## config.mk

```make
export PLATFORM = sky130hd
export DESIGN_NAME = pcal_ram
export DESIGN_NICKNAME = d
export VERILOG_FILES = /design/src/rtl/pcal_ram.sv
export SDC_FILE = /design/constraint.sdc
export NUM_CORES = 1
export LEC_CHECK = 0
export BUFFER_PORTS_ARGS = -buffer_cell sky130_fd_sc_hd__buf_2
export CORE_MARGIN = 4
export CORE_UTILIZATION = 62
export DETAILED_ROUTE_END_ITERATION = 8
export PLACE_DENSITY = 0.79
export SKIP_LAST_GASP = 1
export SLEW_MARGIN = 0
export SYNTH_ARGS = -nofsm -noshare
export SYNTH_HDL_FRONTEND = slang
export SYNTH_SLANG_ARGS = --single-unit
```

## constraint.sdc

```tcl
create_clock -name clk -period 3.1 [get_ports clk]
set_input_delay 0.465 -clock clk [delete_from_list [all_inputs] [get_ports clk]]
set_output_delay 0.465 -clock clk [all_outputs]
set_load 0.03 [all_outputs]
```

## src/rtl/pcal_ram.sv

```systemverilog
// ----------------------------------------------------------------------------
// pcal_ram: generic single-write, single-read RAM
// One write port, one read port with the read data registered.
// ----------------------------------------------------------------------------
`timescale 1ns / 1ps

module pcal_ram #(
  parameter int WIDTH = 32,
  parameter int DEPTH = 32,
  localparam int AW   = $clog2(DEPTH)
) (
  input  logic             clk,
  input  logic             we,
  input  logic [AW-1:0]    waddr,
  input  logic [WIDTH-1:0] wdata,
  input  logic [AW-1:0]    raddr,
  output logic [WIDTH-1:0] rdata
);

  logic [WIDTH-1:0] mem [DEPTH];

  always_ff @(posedge clk) begin
    if (we) begin
      mem[waddr] <= wdata;
    end
    rdata <= mem[raddr];
  end

endmodule

```

==> reports/metrics.csv <==
stage,metric,value,unit
run_status,status,completed,
setup_path,Critical Path RT,2.63,ns
sta,final setup fails,0,
power_and_ir_drop,PwrDens,642.8,nW/um^2
setup_path,Worst path max stage delay,0.49,ns
die,Rows,93,
sta,Max Fclk,533.3,MHz
clock_tree,clock insertion delay at the later pin of the skew report,0.66,ns
setup_path,critical setup path kind,flip-flop to output pin,
drt,DRC violations left,0,
drt,WL/cell,28.71,um
die,Die H,263.5,um
die,Starting Density,62.69,%
setup_path,critical path endpoint,rdata[8],
finish,design area,45950,um^2
synth,Mapped Cells,2260,
power_and_ir_drop,LEAKAGE,16.12,nW
hold_path,Hold Crit Class,input port to flip-flop,
sta,RSZ-0062 raised after global routing,false,
place,Port Buf Inserts,75,
setup_path,critical path cell sequence,buf_2,
setup_path,FF-to-FF setup slack,1.74,ns
sta,worst hold slack,0.2982,ns
synth,Post-Synth XOR/XNOR Area,0,%
finish,layout cells sized above 1,14.46,%
die,core area,64580,um^2
synth,Synth Area in Adders,0,%
synth,#FFs+latches synth,1056,
place,post-place instance area,42720,um^2
global_route,first-pass GRT wire length,141000,um
drt,First DRT Iteration DRCs,2453,
setup_path,slowest CP cell,dfxtp_1,
synth,sequential area share after synthesis,77.54,%
sta,setup TNS,0,ns
clock_tree,Post-CTS Setup Inserts,0,
die,Die X,263.5,um
drt,vias after detailed routing,21900,
synth,largest family of logic cells by synthesized area,multiplexers,
setup_path,Worst setup startpoint,rdata[8],
clock_tree,Inserted Clock Buffers,100,
synth,Mean Syn Cell Area,17.91,um^2
drt,final wirelength,96340,um
clock_tree,post-cts sizing count,0,
clock_tree,root buffer cell,clkbuf_16,
clock_tree,clock sink total,1056,
clock_tree,Worst-path clk slew,0.06,ns
setup_path,WP depth,1,
synth,multiplexer share of the synthesized area,12.66,%
clock_tree,hold_buf cts,0,
setup_path,Critical Path Source Type,flip-flop,
setup_path,type of destination of the critical path,output pin,
place,Inst Count DP,3163,
global_route,initial antenna violation count,6,
finish,Layout Cells excl Fill,3355,
global_route,pin count of the biggest net entering global routing,92,
synth,synthesized area,40490,um^2
setup_path,CP max FO,1,
drt,Avg Vias per Cell,6.528,
finish,"Area growth, synth to finish",13.50,%
sta,final hold vios,0,
sta,Final min period,1.875,ns
power_and_ir_drop,Peak VDD IR,0.4725,mV
finish,Final nets,2454,
setup_path,"CP delay by family, top",flip-flops,
setup_path,WP buf/inv,1,
setup_path,Arrival @ worst endpoint,1.41,ns
die,io pins,76,
synth,syn_nets,2304,
place,post-detail-place hpwl,52590,um
setup_path,path depth of the worst reg2reg path,5,
drt,First-pass DRT Iterations,6,
sta,clk_skew,0.01917,ns
sta,Worst Tran Pin Value,1.066,ns
clock_tree,Max Root-Sink Buffers,3,
drt,"antenna viol nets, final",0,
sta,Max Slew Vio Count,0,
synth,Yosys cell types,25,
synth,Post-Synth Simple-Gate Area,3.100,%
sta,Slew headroom,28.93,%
place,GPL Wtd Cong,0.8285,
job,# Max-Cap Violations,0,
clock_tree,TritonCTS clock tree,yes,
finish,Filler Cells Inserted,3764,
global_route,vias in the first global route,21880,
sta,Tcrit/Tclk final,60.49,%
die,Die Area,69450,um^2
setup_path,worst flop-to-flop path startpoint,mem[3][11],
setup_path,r2r endpoint,rdata[11],
synth,Synth Warn #,0,
synth,complex-gate fraction of the synthesized area,4.846,%
global_route,gr usage total,27.31,%
global_route,grt total ovfl,0,
power_and_ir_drop,total power,29.54,mW
clock_tree,H-tree Lvls,3,
-- cells in the final DEF, fill, tap and decap left out, types with 2 or more instances in the layout --
master	instances
edfxtp_1	1024
mux2i_1	512
clkbuf_16	102
nand3_1	98
nand2_1	97
a22oi_1	96
a21oi_1	96
buf_2	74
a22o_1	64
buf_4	59
buf_12	41
nor2_4	33
nor3_1	32
a31oi_1	32
dfxtp_1	32
clkinv_1	28
clkinv_2	22
clkbuf_1	18
bufinv_16	9
nand3b_1	5
diode_2	3
or3b_2	3
inv_6	3
clkbuf_8	3
nand2b_2	2
clkinvlp_4	2
-- registers in the layout, indices dropped and copies added, names as in the netlist --
signal / cells
mem: 1024
rdata: 32
-- synthesized netlist by cell type (all sizes together) --
cell	n	share of area [%]
a22o	64	1.4
a22oi	96	1.8
nor2	34	0.32
mux2i	512	13
and2	1	0.015
or2	1	0.015
nand3	98	1.2
and2b	1	0.019
nor3	32	0.40
edfxtp	1024	76
clkbuf	48	0.46
nand2	98	0.91
a31oi	32	0.49
nand2b	2	0.031
a21oi	96	1.2
dfxtp	32	1.6
or3b	3	0.065
nand3b	5	0.093
nor2b	1	0.015
buf	79	1.4
or3	1	0.015
-- report_power, final --
group / internal (mW) / switching (mW)
sequential: 15.9 / 0.0899
combinational: 0.521 / 1.08
clock: 6.85 / 5.12
-- area by class of cell --
cell class | instances | area, um^2 | area share, %
repair buffers | 175 | 1649 | 3.589
multi-input cells | 1077 | 8610 | 18.74
clock inverters | 66 | 563.0 | 1.225
diodes | 3 | 7.507 | 0.01634
clock buffers | 123 | 2661 | 5.792
flip-flops and latches | 1056 | 31390 | 68.31
well taps | 855 | 1070 | 2.328
-- worst min path at each step --
stage | cells past startpoint | startpoint | slack, ns | end
global placement | 4 | mem[26][17] | 0.57 | rdata[17]
global route | 1 | wdata[13] | 0.32 | mem[2][13]
finish | 1 | wdata[0] | 0.30 | mem[25][0]
floorplan | 4 | mem[16][10] | 0.55 | rdata[10]
detailed placement | 4 | mem[17][12] | 0.59 | rdata[12]
CTS | 1 | wdata[0] | 0.27 | mem[16][0]
-- per-layer routing --
layer / routed length [um] / up-vias / global-route usage (%) / part of all wire (%)
li1: - / 9295 / - / -
met1: 35980 / 11080 / 36.46 / 37
met2: 47700 / 1266 / 45.71 / 50
met3: 8936 / 256 / 4.935 / 9.3
met4: 3689 / 4 / 9.961 / 3.8
met5: 26 / - / 0 / 0.027
-- stage by stage --
| stage | setup WS, ns | util (%) |
|---|---|---|
| 2_1_floorplan | 0.2009 | - |
| 3_3_place_gp | 0.7295 | 66.15 |
| 3_5_place_dp | 0.7121 | 66.15 |
| 4_1_cts | 1.183 | 71.14 |
| 5_1_grt | 1.219 | 71.14 |
| 6_report | 1.225 | 71.15 |
-- cells by family (layout without fill, tap and decap cells) --
group	after synthesis	count (layout)
DFF	1056	1056
muxes	512	512
AOI/OAI and AO/OA	288	288
and+or+nand+nor	277	277
buffers and inverters	127	364
other	0	3
No activity file was read; power rests on OpenSTA's default activity.
