**src/rtl/pcal_pkg.sv**
```systemverilog
// ----------------------------------------------------------------------------
// pcal_pkg: shared types and constants for the piecewise linear calibration
// Field widths, operation/channel/status codes, sequencer states and the
// Q16.16 saturation helper.
// ----------------------------------------------------------------------------
`timescale 1ns / 1ps

package pcal_pkg;

  // Fixed field widths
  localparam int RAW_W   = 24;
  localparam int TGT_W   = 32;
  localparam int IDX_W   = 4;
  localparam int CNT_W   = 5;
  localparam int SEG_W   = 4;
  localparam int STAT_W  = 2;

  // Arithmetic widths: dx = x - r1, dt = t2 - t1, product of magnitudes
  localparam int DX_W    = RAW_W + 1;
  localparam int DT_W    = TGT_W + 1;
  localparam int DT_LO_W = 17;
  localparam int DT_HI_W = DT_W - DT_LO_W;
  localparam int PLO_W   = DX_W + DT_LO_W;
  localparam int PHI_W   = DX_W + DT_HI_W;
  localparam int PROD_W  = DX_W + DT_W;
  localparam int QS_W    = PROD_W + 1;

  // Operation codes
  localparam logic OP_WRITE   = 1'b0;
  localparam logic OP_CONVERT = 1'b1;

  // Channel codes
  localparam logic CH_WEIGHT   = 1'b0;
  localparam logic CH_DISTANCE = 1'b1;

  // Configuration register indexes
  localparam logic CFG_WEIGHT_POINTS   = 1'b0;
  localparam logic CFG_DISTANCE_POINTS = 1'b1;

  // Result status codes
  localparam logic [STAT_W-1:0] STAT_INSIDE = 2'd0;
  localparam logic [STAT_W-1:0] STAT_BELOW  = 2'd1;
  localparam logic [STAT_W-1:0] STAT_ABOVE  = 2'd2;
  localparam logic [STAT_W-1:0] STAT_DEGEN  = 2'd3;

  localparam logic signed [63:0] Q_MAX = 64'sh0000_0000_7FFF_FFFF;
  localparam logic signed [63:0] Q_MIN = -64'sh0000_0000_8000_0000;

  // Sequencer states
  typedef enum logic [3:0] {
    S_IDLE,
    S_FIRST,
    S_DECIDE,
    S_SCAN,
    S_LOAD_LO,
    S_LOAD_HI,
    S_MUL_LO,
    S_MUL_HI,
    S_DIV_START,
    S_DIV_WAIT,
    S_SUM,
    S_DONE
  } pcal_state_t;

  // One input beat
  typedef struct packed {
    logic                    op;
    logic                    channel;
    logic [IDX_W-1:0]        point_index;
    logic signed [RAW_W-1:0] raw;
    logic signed [TGT_W-1:0] target;
  } pcal_item_t;

  // One result beat
  typedef struct packed {
    logic signed [TGT_W-1:0] value;
    logic                    channel;
    logic [SEG_W-1:0]        segment;
    logic [STAT_W-1:0]       status;
    logic                    saturated;
  } pcal_result_t;

  typedef struct packed {
    logic signed [TGT_W-1:0] value;
    logic                    sat;
  } pcal_sat_t;

  // Clamp a wide signed value to the signed 32-bit range
  function automatic pcal_sat_t clamp_q(input logic signed [63:0] v);
    pcal_sat_t r;
    r.sat = 1'b1;
    if (v > Q_MAX) begin
      r.value = 32'sh7FFF_FFFF;
    end else if (v < Q_MIN) begin
      r.value = 32'sh8000_0000;
    end else begin
      r.value = v[TGT_W-1:0];
      r.sat   = 1'b0;
    end
    return r;
  endfunction

endpackage

```
**src/rtl/pcal_div.sv**
```systemverilog
// ----------------------------------------------------------------------------
// pcal_div: unsigned restoring divider, two quotient bits per cycle
// Done pulses for one cycle when the quotient is complete.
// ----------------------------------------------------------------------------
`timescale 1ns / 1ps

module pcal_div #(
  parameter int NUM_W = 58,
  parameter int DEN_W = 25
) (
  input  logic             clk,
  input  logic             rst,
  input  logic             start,
  input  logic [NUM_W-1:0] num,
  input  logic [DEN_W-1:0] den,
  output logic             done,
  output logic [NUM_W-1:0] quot
);

  localparam int STEPS = (NUM_W + 1) / 2;
  localparam int QW    = 2 * STEPS;
  localparam int CW    = $clog2(STEPS + 1);

  logic          busy;
  logic [CW-1:0] cnt;
  logic [QW-1:0] acc, acc_next;
  logic [DEN_W-1:0] rem, rem_next;
  logic [DEN_W-1:0] den_r;

  // Two dependent compare-subtract steps
  always_comb begin
    logic [DEN_W:0] trial;
    acc_next = acc;
    rem_next = rem;
    for (int k = 0; k < 2; k++) begin
      trial    = {rem_next, acc_next[QW-1]};
      acc_next = {acc_next[QW-2:0], 1'b0};
      if (trial >= {1'b0, den_r}) begin
        rem_next    = DEN_W'(trial - {1'b0, den_r});
        acc_next[0] = 1'b1;
      end else begin
        rem_next = DEN_W'(trial);
      end
    end
  end

  // Control
  always_ff @(posedge clk) begin
    if (rst) begin
      busy <= 1'b0;
      done <= 1'b0;
      cnt  <= '0;
    end else begin
      done <= 1'b0;
      if (start) begin
        busy <= 1'b1;
        cnt  <= CW'(STEPS);
      end else if (busy) begin
        cnt <= cnt - CW'(1);
        if (cnt == CW'(1)) begin
          busy <= 1'b0;
          done <= 1'b1;
        end
      end
    end
  end

  // Datapath
  always_ff @(posedge clk) begin
    if (start) begin
      acc   <= QW'(num);
      rem   <= '0;
      den_r <= den;
    end else if (busy) begin
      acc <= acc_next;
      rem <= rem_next;
    end
  end

  assign quot = acc[NUM_W-1:0];

endmodule

```
**src/rtl/pcal_seq.sv**
```systemverilog
// ----------------------------------------------------------------------------
// pcal_seq: table sequencer and interpolation datapath
// Writes points into the tables, walks a table for the segment, then runs a
// split multiply, the shared divider and the final add with saturation.
// ----------------------------------------------------------------------------
`timescale 1ns / 1ps

module pcal_seq #(
  parameter int POINTS        = 16,
  parameter int FRACTION_BITS = 16,
  localparam int AW           = $clog2(2 * POINTS)
) (
  input  logic                           clk,
  input  logic                           rst,
  // item in
  input  logic                           in_valid,
  output logic                           in_ready,
  input  pcal_pkg::pcal_item_t           item,
  // configuration
  input  logic [pcal_pkg::CNT_W-1:0]     weight_cnt,
  input  logic [pcal_pkg::CNT_W-1:0]     dist_cnt,
  // table memories
  output logic                           mem_we,
  output logic [AW-1:0]                  mem_waddr,
  output logic [AW-1:0]                  mem_raddr,
  input  logic [pcal_pkg::RAW_W-1:0]     rd_raw,
  input  logic [pcal_pkg::TGT_W-1:0]     rd_tgt,
  // result out
  output logic                           res_valid,
  input  logic                           res_ready,
  output pcal_pkg::pcal_result_t         res
);

  import pcal_pkg::*;

  localparam int IW  = $clog2(POINTS);
  localparam int CW0 = $clog2(POINTS + 1);
  localparam int CW  = (CW0 > CNT_W) ? CW0 : CNT_W;

  function automatic logic [AW-1:0] addr_of(input logic ch, input logic [IW-1:0] idx);
    return ch ? (AW'(POINTS) + AW'(idx)) : AW'(idx);
  endfunction

  pcal_state_t state, state_next;

  // Item registers
  logic                    ch;
  logic signed [RAW_W-1:0] x;
  logic [CW-1:0]           n_cnt;
  logic signed [RAW_W-1:0] first_raw;
  logic [IW-1:0]           scan_j;
  logic [IW-1:0]           seg_idx;
  logic signed [RAW_W-1:0] r1;
  logic signed [TGT_W-1:0] t1;

  // Arithmetic registers
  logic [DX_W-1:0]         dx_mag;
  logic [DT_W-1:0]         dt_mag;
  logic [DX_W-1:0]         den_mag;
  logic                    q_neg;
  logic [PLO_W-1:0]        prod_lo;
  logic [PHI_W-1:0]        prod_hi;
  logic signed [QS_W-1:0]  qs;

  // Combinational views
  logic                    in_accept;
  logic [CW-1:0]           n_in;
  logic signed [RAW_W-1:0] rd_raw_s;
  logic signed [TGT_W-1:0] rd_tgt_s;
  logic [IW-1:0]           seg_pick;
  logic [IW-1:0]           n_m1, n_m2;
  logic [STAT_W-1:0]       status_dec;
  logic signed [DX_W-1:0]  dx_w, dr_w;
  logic signed [DT_W-1:0]  dt_w;
  logic signed [63:0]      pass_w, sum_w;
  pcal_sat_t               pass_q, sum_q;
  logic [PROD_W-1:0]       div_num;
  logic                    div_start, div_done;
  logic [PROD_W-1:0]       div_quot;

  assign rd_raw_s = rd_raw;
  assign rd_tgt_s = rd_tgt;
  assign n_m1     = IW'(n_cnt - CW'(1));
  assign n_m2     = IW'(n_cnt - CW'(2));

  // Points in use, limited to the table size
  always_comb begin
    logic [CNT_W-1:0] c;
    c    = (item.channel == CH_DISTANCE) ? dist_cnt : weight_cnt;
    n_in = (CW'(c) > CW'(POINTS)) ? CW'(POINTS) : CW'(c);
  end

  // Pass-through for an empty distance table
  assign pass_w = {{(64 - RAW_W){item.raw[RAW_W-1]}}, item.raw} <<< FRACTION_BITS;
  assign pass_q = clamp_q(pass_w);

  // Differences against the lower point of the segment
  assign dx_w = {x[RAW_W-1], x} - {r1[RAW_W-1], r1};
  assign dr_w = {rd_raw_s[RAW_W-1], rd_raw_s} - {r1[RAW_W-1], r1};
  assign dt_w = {rd_tgt_s[TGT_W-1], rd_tgt_s} - {t1[TGT_W-1], t1};

  // Final sum and clamp
  assign sum_w = {{(64 - TGT_W){t1[TGT_W-1]}}, t1} + {{(64 - QS_W){qs[QS_W-1]}}, qs};
  assign sum_q = clamp_q(sum_w);

  // Numerator magnitude from the two partial products
  assign div_num = PROD_W'(prod_lo) + (PROD_W'(prod_hi) << DT_LO_W);

  // Position of the sample against the end points
  always_comb begin
    if (x < first_raw) begin
      status_dec = STAT_BELOW;
    end else if (x > rd_raw_s) begin
      status_dec = STAT_ABOVE;
    end else begin
      status_dec = STAT_INSIDE;
    end
  end

  // State register
  always_ff @(posedge clk) begin
    if (rst) begin
      state <= S_IDLE;
    end else begin
      state <= state_next;
    end
  end

  // Next state and control
  always_comb begin
    state_next = state;
    in_ready   = 1'b0;
    in_accept  = 1'b0;
    mem_we     = 1'b0;
    mem_waddr  = addr_of(item.channel, IW'(item.point_index));
    mem_raddr  = addr_of(ch, '0);
    seg_pick   = seg_idx;
    div_start  = 1'b0;
    res_valid  = 1'b0;
    unique case (state)
      S_IDLE: begin
        in_ready  = 1'b1;
        in_accept = in_valid;
        mem_raddr = addr_of(item.channel, '0);
        if (in_accept) begin
          if (item.op == OP_WRITE) begin
            mem_we = (32'(item.point_index) < 32'(POINTS));
          end else if (n_in == '0) begin
            state_next = S_DONE;
          end else begin
            state_next = S_FIRST;
          end
        end
      end
      S_FIRST: begin
        mem_raddr = addr_of(ch, n_m1);
        if (n_cnt == CW'(1)) begin
          state_next = S_DONE;
        end else begin
          state_next = S_DECIDE;
        end
      end
      S_DECIDE: begin
        if (x <= first_raw) begin
          seg_pick   = '0;
          state_next = S_LOAD_LO;
        end else if (x >= rd_raw_s) begin
          seg_pick   = n_m2;
          state_next = S_LOAD_LO;
        end else if (n_cnt == CW'(2)) begin
          seg_pick   = '0;
          state_next = S_LOAD_LO;
        end else begin
          state_next = S_SCAN;
        end
        mem_raddr = (state_next == S_SCAN) ? addr_of(ch, IW'(1)) : addr_of(ch, seg_pick);
      end
      S_SCAN: begin
        // read data holds the raw of entry scan_j
        if (x <= rd_raw_s) begin
          seg_pick   = scan_j - IW'(1);
          state_next = S_LOAD_LO;
          mem_raddr  = addr_of(ch, seg_pick);
        end else if (scan_j == n_m2) begin
          seg_pick   = n_m2;
          state_next = S_LOAD_LO;
          mem_raddr  = addr_of(ch, seg_pick);
        end else begin
          mem_raddr = addr_of(ch, scan_j + IW'(1));
        end
      end
      S_LOAD_LO: begin
        mem_raddr  = addr_of(ch, seg_idx + IW'(1));
        state_next = S_LOAD_HI;
      end
      S_LOAD_HI: begin
        state_next = (rd_raw_s == r1) ? S_DONE : S_MUL_LO;
      end
      S_MUL_LO: begin
        state_next = S_MUL_HI;
      end
      S_MUL_HI: begin
        state_next = S_DIV_START;
      end
      S_DIV_START: begin
        div_start  = 1'b1;
        state_next = S_DIV_WAIT;
      end
      S_DIV_WAIT: begin
        if (div_done) begin
          state_next = S_SUM;
        end
      end
      S_SUM: begin
        state_next = S_DONE;
      end
      S_DONE: begin
        res_valid = 1'b1;
        if (res_ready) begin
          state_next = S_IDLE;
        end
      end
      default: begin
        state_next = S_IDLE;
      end
    endcase
  end

  // Datapath registers
  always_ff @(posedge clk) begin
    case (state)
      S_IDLE: begin
        if (in_accept && item.op == OP_CONVERT) begin
          ch            <= item.channel;
          x             <= item.raw;
          n_cnt         <= n_in;
          res.channel   <= item.channel;
          res.segment   <= '0;
          res.status    <= STAT_DEGEN;
          res.value     <= (item.channel == CH_DISTANCE) ? pass_q.value : '0;
          res.saturated <= (item.channel == CH_DISTANCE) ? pass_q.sat : 1'b0;
        end
      end
      S_FIRST: begin
        first_raw     <= rd_raw_s;
        res.value     <= rd_tgt_s;
        res.saturated <= 1'b0;
      end
      S_DECIDE: begin
        res.status <= status_dec;
        seg_idx    <= seg_pick;
        scan_j     <= IW'(1);
      end
      S_SCAN: begin
        seg_idx <= seg_pick;
        scan_j  <= scan_j + IW'(1);
      end
      S_LOAD_LO: begin
        r1 <= rd_raw_s;
        t1 <= rd_tgt_s;
      end
      S_LOAD_HI: begin
        res.segment <= SEG_W'(seg_idx);
        dx_mag      <= dx_w[DX_W-1] ? DX_W'(-dx_w) : DX_W'(dx_w);
        dt_mag      <= dt_w[DT_W-1] ? DT_W'(-dt_w) : DT_W'(dt_w);
        den_mag     <= dr_w[DX_W-1] ? DX_W'(-dr_w) : DX_W'(dr_w);
        q_neg       <= dx_w[DX_W-1] ^ dt_w[DT_W-1] ^ dr_w[DX_W-1];
        // equal raws give the lower target
        if (rd_raw_s == r1) begin
          res.value     <= t1;
          res.status    <= STAT_DEGEN;
          res.saturated <= 1'b0;
        end
      end
      S_MUL_LO: begin
        prod_lo <= PLO_W'(dx_mag) * PLO_W'(dt_mag[DT_LO_W-1:0]);
      end
      S_MUL_HI: begin
        prod_hi <= PHI_W'(dx_mag) * PHI_W'(dt_mag[DT_W-1:DT_LO_W]);
      end
      S_DIV_WAIT: begin
        if (div_done) begin
          qs <= q_neg ? -$signed({1'b0, div_quot}) : $signed({1'b0, div_quot});
        end
      end
      S_SUM: begin
        res.value     <= sum_q.value;
        res.saturated <= sum_q.sat;
      end
      default: begin
      end
    endcase
  end

  // Truncating divide of the magnitudes
  pcal_div #(
    .NUM_W (PROD_W),
    .DEN_W (DX_W)
  ) u_div (
    .clk   (clk),
    .rst   (rst),
    .start (div_start),
    .num   (div_num),
    .den   (den_mag),
    .done  (div_done),
    .quot  (div_quot)
  );

endmodule

```
**config.mk**
```make
export PLATFORM = sky130hd
export DESIGN_NAME = pcal_seq
export DESIGN_NICKNAME = d
export VERILOG_FILES = /design/src/rtl/pcal_pkg.sv /design/src/rtl/pcal_div.sv /design/src/rtl/pcal_seq.sv
export SDC_FILE = /design/constraint.sdc
export NUM_CORES = 2
export LEC_CHECK = 0
export BUFFER_PORTS_ARGS = -buffer_cell sky130_fd_sc_hd__buf_2
export CAP_MARGIN = 10
export CORE_MARGIN = 3
export CORE_UTILIZATION = 63
export CTS_BUF_LIST = sky130_fd_sc_hd__clkbuf_2
export DETAILED_ROUTE_END_ITERATION = 7
export PLACE_DENSITY_LB_ADDON = 0.25
export REMOVE_ABC_BUFFERS = 1
export SYNTH_ARGS = -nofsm -noshare
export SYNTH_HDL_FRONTEND = slang
export SYNTH_SLANG_ARGS = --single-unit
```
**constraint.sdc**
```tcl
create_clock -name clk -period 13.35 [get_ports clk]
set_input_delay 2.0025 -clock clk [delete_from_list [all_inputs] [get_ports clk]]
set_output_delay 2.0025 -clock clk [all_outputs]
set_load 0.03 [all_outputs]
```
==> metrics.txt <==
Core Region 94000 um^2; Initial Util 64.0%; Clock Sinks 502; Post-Route WL approximately 160 mm; Worst Path Required 14390 ps; Crit Path Max Fanout 25; Post-synth EDFFs 466; Async SR Flop Fraction 0%; setup ws final ~5000 ps; Crit Path Category register to register; setup tns final 0 ps; clock buffer depth 3; Min-Delay Path Class register to register; number of port buffers ~140; Post-DP Area 62000 um^2; status complete, but fails checks; GRT Total Usage 33.4%; Synth top area share 23.2%; synth warn 0; flops & latches, synth roughly 500; wire length on met3 15.0 mm; Post-synth top flop edfxtp_1; Area Overhead vs Synth 5.10%; pin count of the biggest net entering global routing 84; post-CTS setup buffers 0; root buffer cell clkbuf_2; RSZ-0062 raised after global routing false; Chip Width 315 um; worst-margin pin slew 1180 ps; Reg clk slew, reported paths around 120 ps; Initial DRC Count between 4000 and 5000; wire length per cell 20.3 um; Num CTS Buffers 131; worst skew pair latency 1340 ps; Synth area leader edfxtp_1; Die Y approximately 320 um; Die Area 99300 um^2; worst-case vdd ir drop 218 uV; mapped cell area 60200 um^2; global-route wire length before repair 259 mm; Max transition margin a little over a fifth; Max Transition Viols Final 0; H-tree depth 4; Post-DP HPWL 123 mm; Vias/cell 6.03; Synth area leaders edfxtp_1 23%, fa_1 22%, ha_1 10%; Syn Inst Count 6491; IO Pins ~190; hold buffer count at cts 0; Setup Skew approximately 110 ps; Power per Cell Area ~170 nW/um^2; minimum clock period 8210 ps; fin crit share 61.5%; Pleak a little under 30 nW; Max Cap Violations 0; Fin. Hold Viols 0; Rows 112; layout cells sized above 1 7.33%; Final nets slightly below 8000; Setup crit end kind register; Yosys cell types 90; Final Cell Area 63300 um^2; met1 WL 68.8 mm; CP startpoint kind register; Max Clock Freq 122 MHz; DP Worst Slack 5220 ps; sequential share of the synthesized area 24.4%; residual DRC count 2; final setup vio count 0; global route total overflow 0; violated checks design-rule violations; vias in the first global route 47800; TritonCTS clock tree done; Synth Area per Inst 9.27 um^2; DRT Pass-1 Iters 8; Final ANT Viol Nets 0; DR vias between 40000 and 50000; arrival time at the worst endpoint 9250 ps; met2 routed WL 71.3 mm; max layer used met5; initial antenna violation count 16; post_cts resized 0; Placer Congestion around 0.94
-- layout by cell type, fill, tap and decap left out, drive strengths merged, types with 16 or more instances in the layout --
cell type	instances
o21a	62
clkbuf	173
or4	16
nor2	249
o41ai	20
edfxtp	466
clkinv	39
nand2b	52
buf	214
xnor2	276
xor2	123
nand3	75
inv	1021
or3	32
nand4	58
and3	38
and2	369
fa	671
o2111ai	41
o211ai	19
o21bai	37
o31ai	39
a22oi	38
or2	22
o21ai	292
mux2i	34
ha	505
a21o	145
dfxtp	36
nor3	87
nand2	820
a21oi	284
nor2b	45
a211oi	27
nor4	20
a31oi	34
-- report_power, final --
part           switching (mW)  internal, mW
registers               0.132          2.21
logic                    4.19          2.80
clock network           0.689         0.438
total                    5.01          5.45
-- cell usage after synthesis (87+ instances only) --
library cell,instances
edfxtp_1,466
xor2_1,123
clkbuf_1,235
o21ai_0,286
xnor2_1,276
nor2_1,249
a21oi_1,284
nand2_1,820
inv_1,1013
ha_1,505
and2_1,368
nor3_1,87
fa_1,671
a21o_1,145
-- per-stage QoR --
stage / std cells / power (mW) / util (%) / hold slack, ps
floorplan: 6229 / 7.50 / - / 400
global placement: 7697 / 9.10 / 66.0 / 403
detailed placement: 7697 / 9.24 / 66.0 / 405
CTS: 7922 / 10.4 / 67.3 / 409
global route: 7926 / 11.4 / 67.3 / 427
finish: 7935 / 10.5 / 67.3 / 418
-- cells by family (layout without fill, tap and decap cells) --
group / count (synthesis) / in the layout / synth area share [%]
XOR/XNOR: 399 / 399 / 5.81
flip-flops: 502 / 502 / 24.4
multiplexers: 43 / 43 / 0.734
AND/OR/NAND/NOR: 1931 / 1931 / 15.5
adder cells (fa/ha/maj): 1176 / 1176 / 32.8
AO/OA/AOI/OAI: 1164 / 1164 / 12.6
buffers and inverters: 1276 / 1453 / 8.07
other: 0 / 13 / 0
-- routing by layer --
layer,GRT usage (%),vias to the layer above
li1,-,21800
met1,47.7,23600
met2,51.1,2115
met3,5.73,371
met4,12.8,2
met5,0,-
-- final timing paths --
kind	start	end	slack, ps	depth (start not counted)
min	den_mag[1]$_DFFE_PP_	u_div.den_r[1]$_DFFE_PP_	420	0
min reg2reg	den_mag[1]$_DFFE_PP_	u_div.den_r[1]$_DFFE_PP_	420	0
max	dt_mag[26]$_DFFE_PP_	prod_hi[39]$_DFFE_PN_	5140	24
max reg2reg	dt_mag[26]$_DFFE_PP_	prod_hi[39]$_DFFE_PN_	5140	24
-- registers in the layout (all words and copies together), names as in the netlist, 4 cells and up --
name / flops
qs: 59
prod_lo: 42
u_div.rem: 25
prod_hi: 41
den_mag: 25
u_div.cnt: 5
t1: 32
res: 39
state: 4
seg_idx: 4
dx_mag: 25
r1: 24
first_raw: 24
u_div.quot: 58
x: 24
n_cnt: 5
scan_j: 4
dt_mag: 33
u_div.den_r: 25
-- layout make-up --
type	count	area, um^2
fill	7452	30800
antenna	13	32.5
inverter	1014	3810
clock inverter	52	340
multi-input combinational	4713	40700
tap	1254	1570
clock buffer	173	866
sequential	502	14700
timing repair buffer	214	1250
-- critical path, cell delays in order, from the launching register on --
cell and delay (ps):
edfxtp_1 1140, nand2_1 230, fa_1 590, inv_1 50
fa_1 520, fa_1 440, fa_1 510, fa_1 540
inv_1 50, fa_1 550, inv_1 50, ha_1 370
a21oi_1 170, nor2b_1 60, o21ai_0 140, nand2b_1 110
a221o_1 320, a221o_1 330, o41ai_1 770, o2111ai_1 310
nand4_1 150, and3_1 200, o21bai_1 70, a21oi_1 170
xnor2_1 70
(Power assumes the default switching activity.)
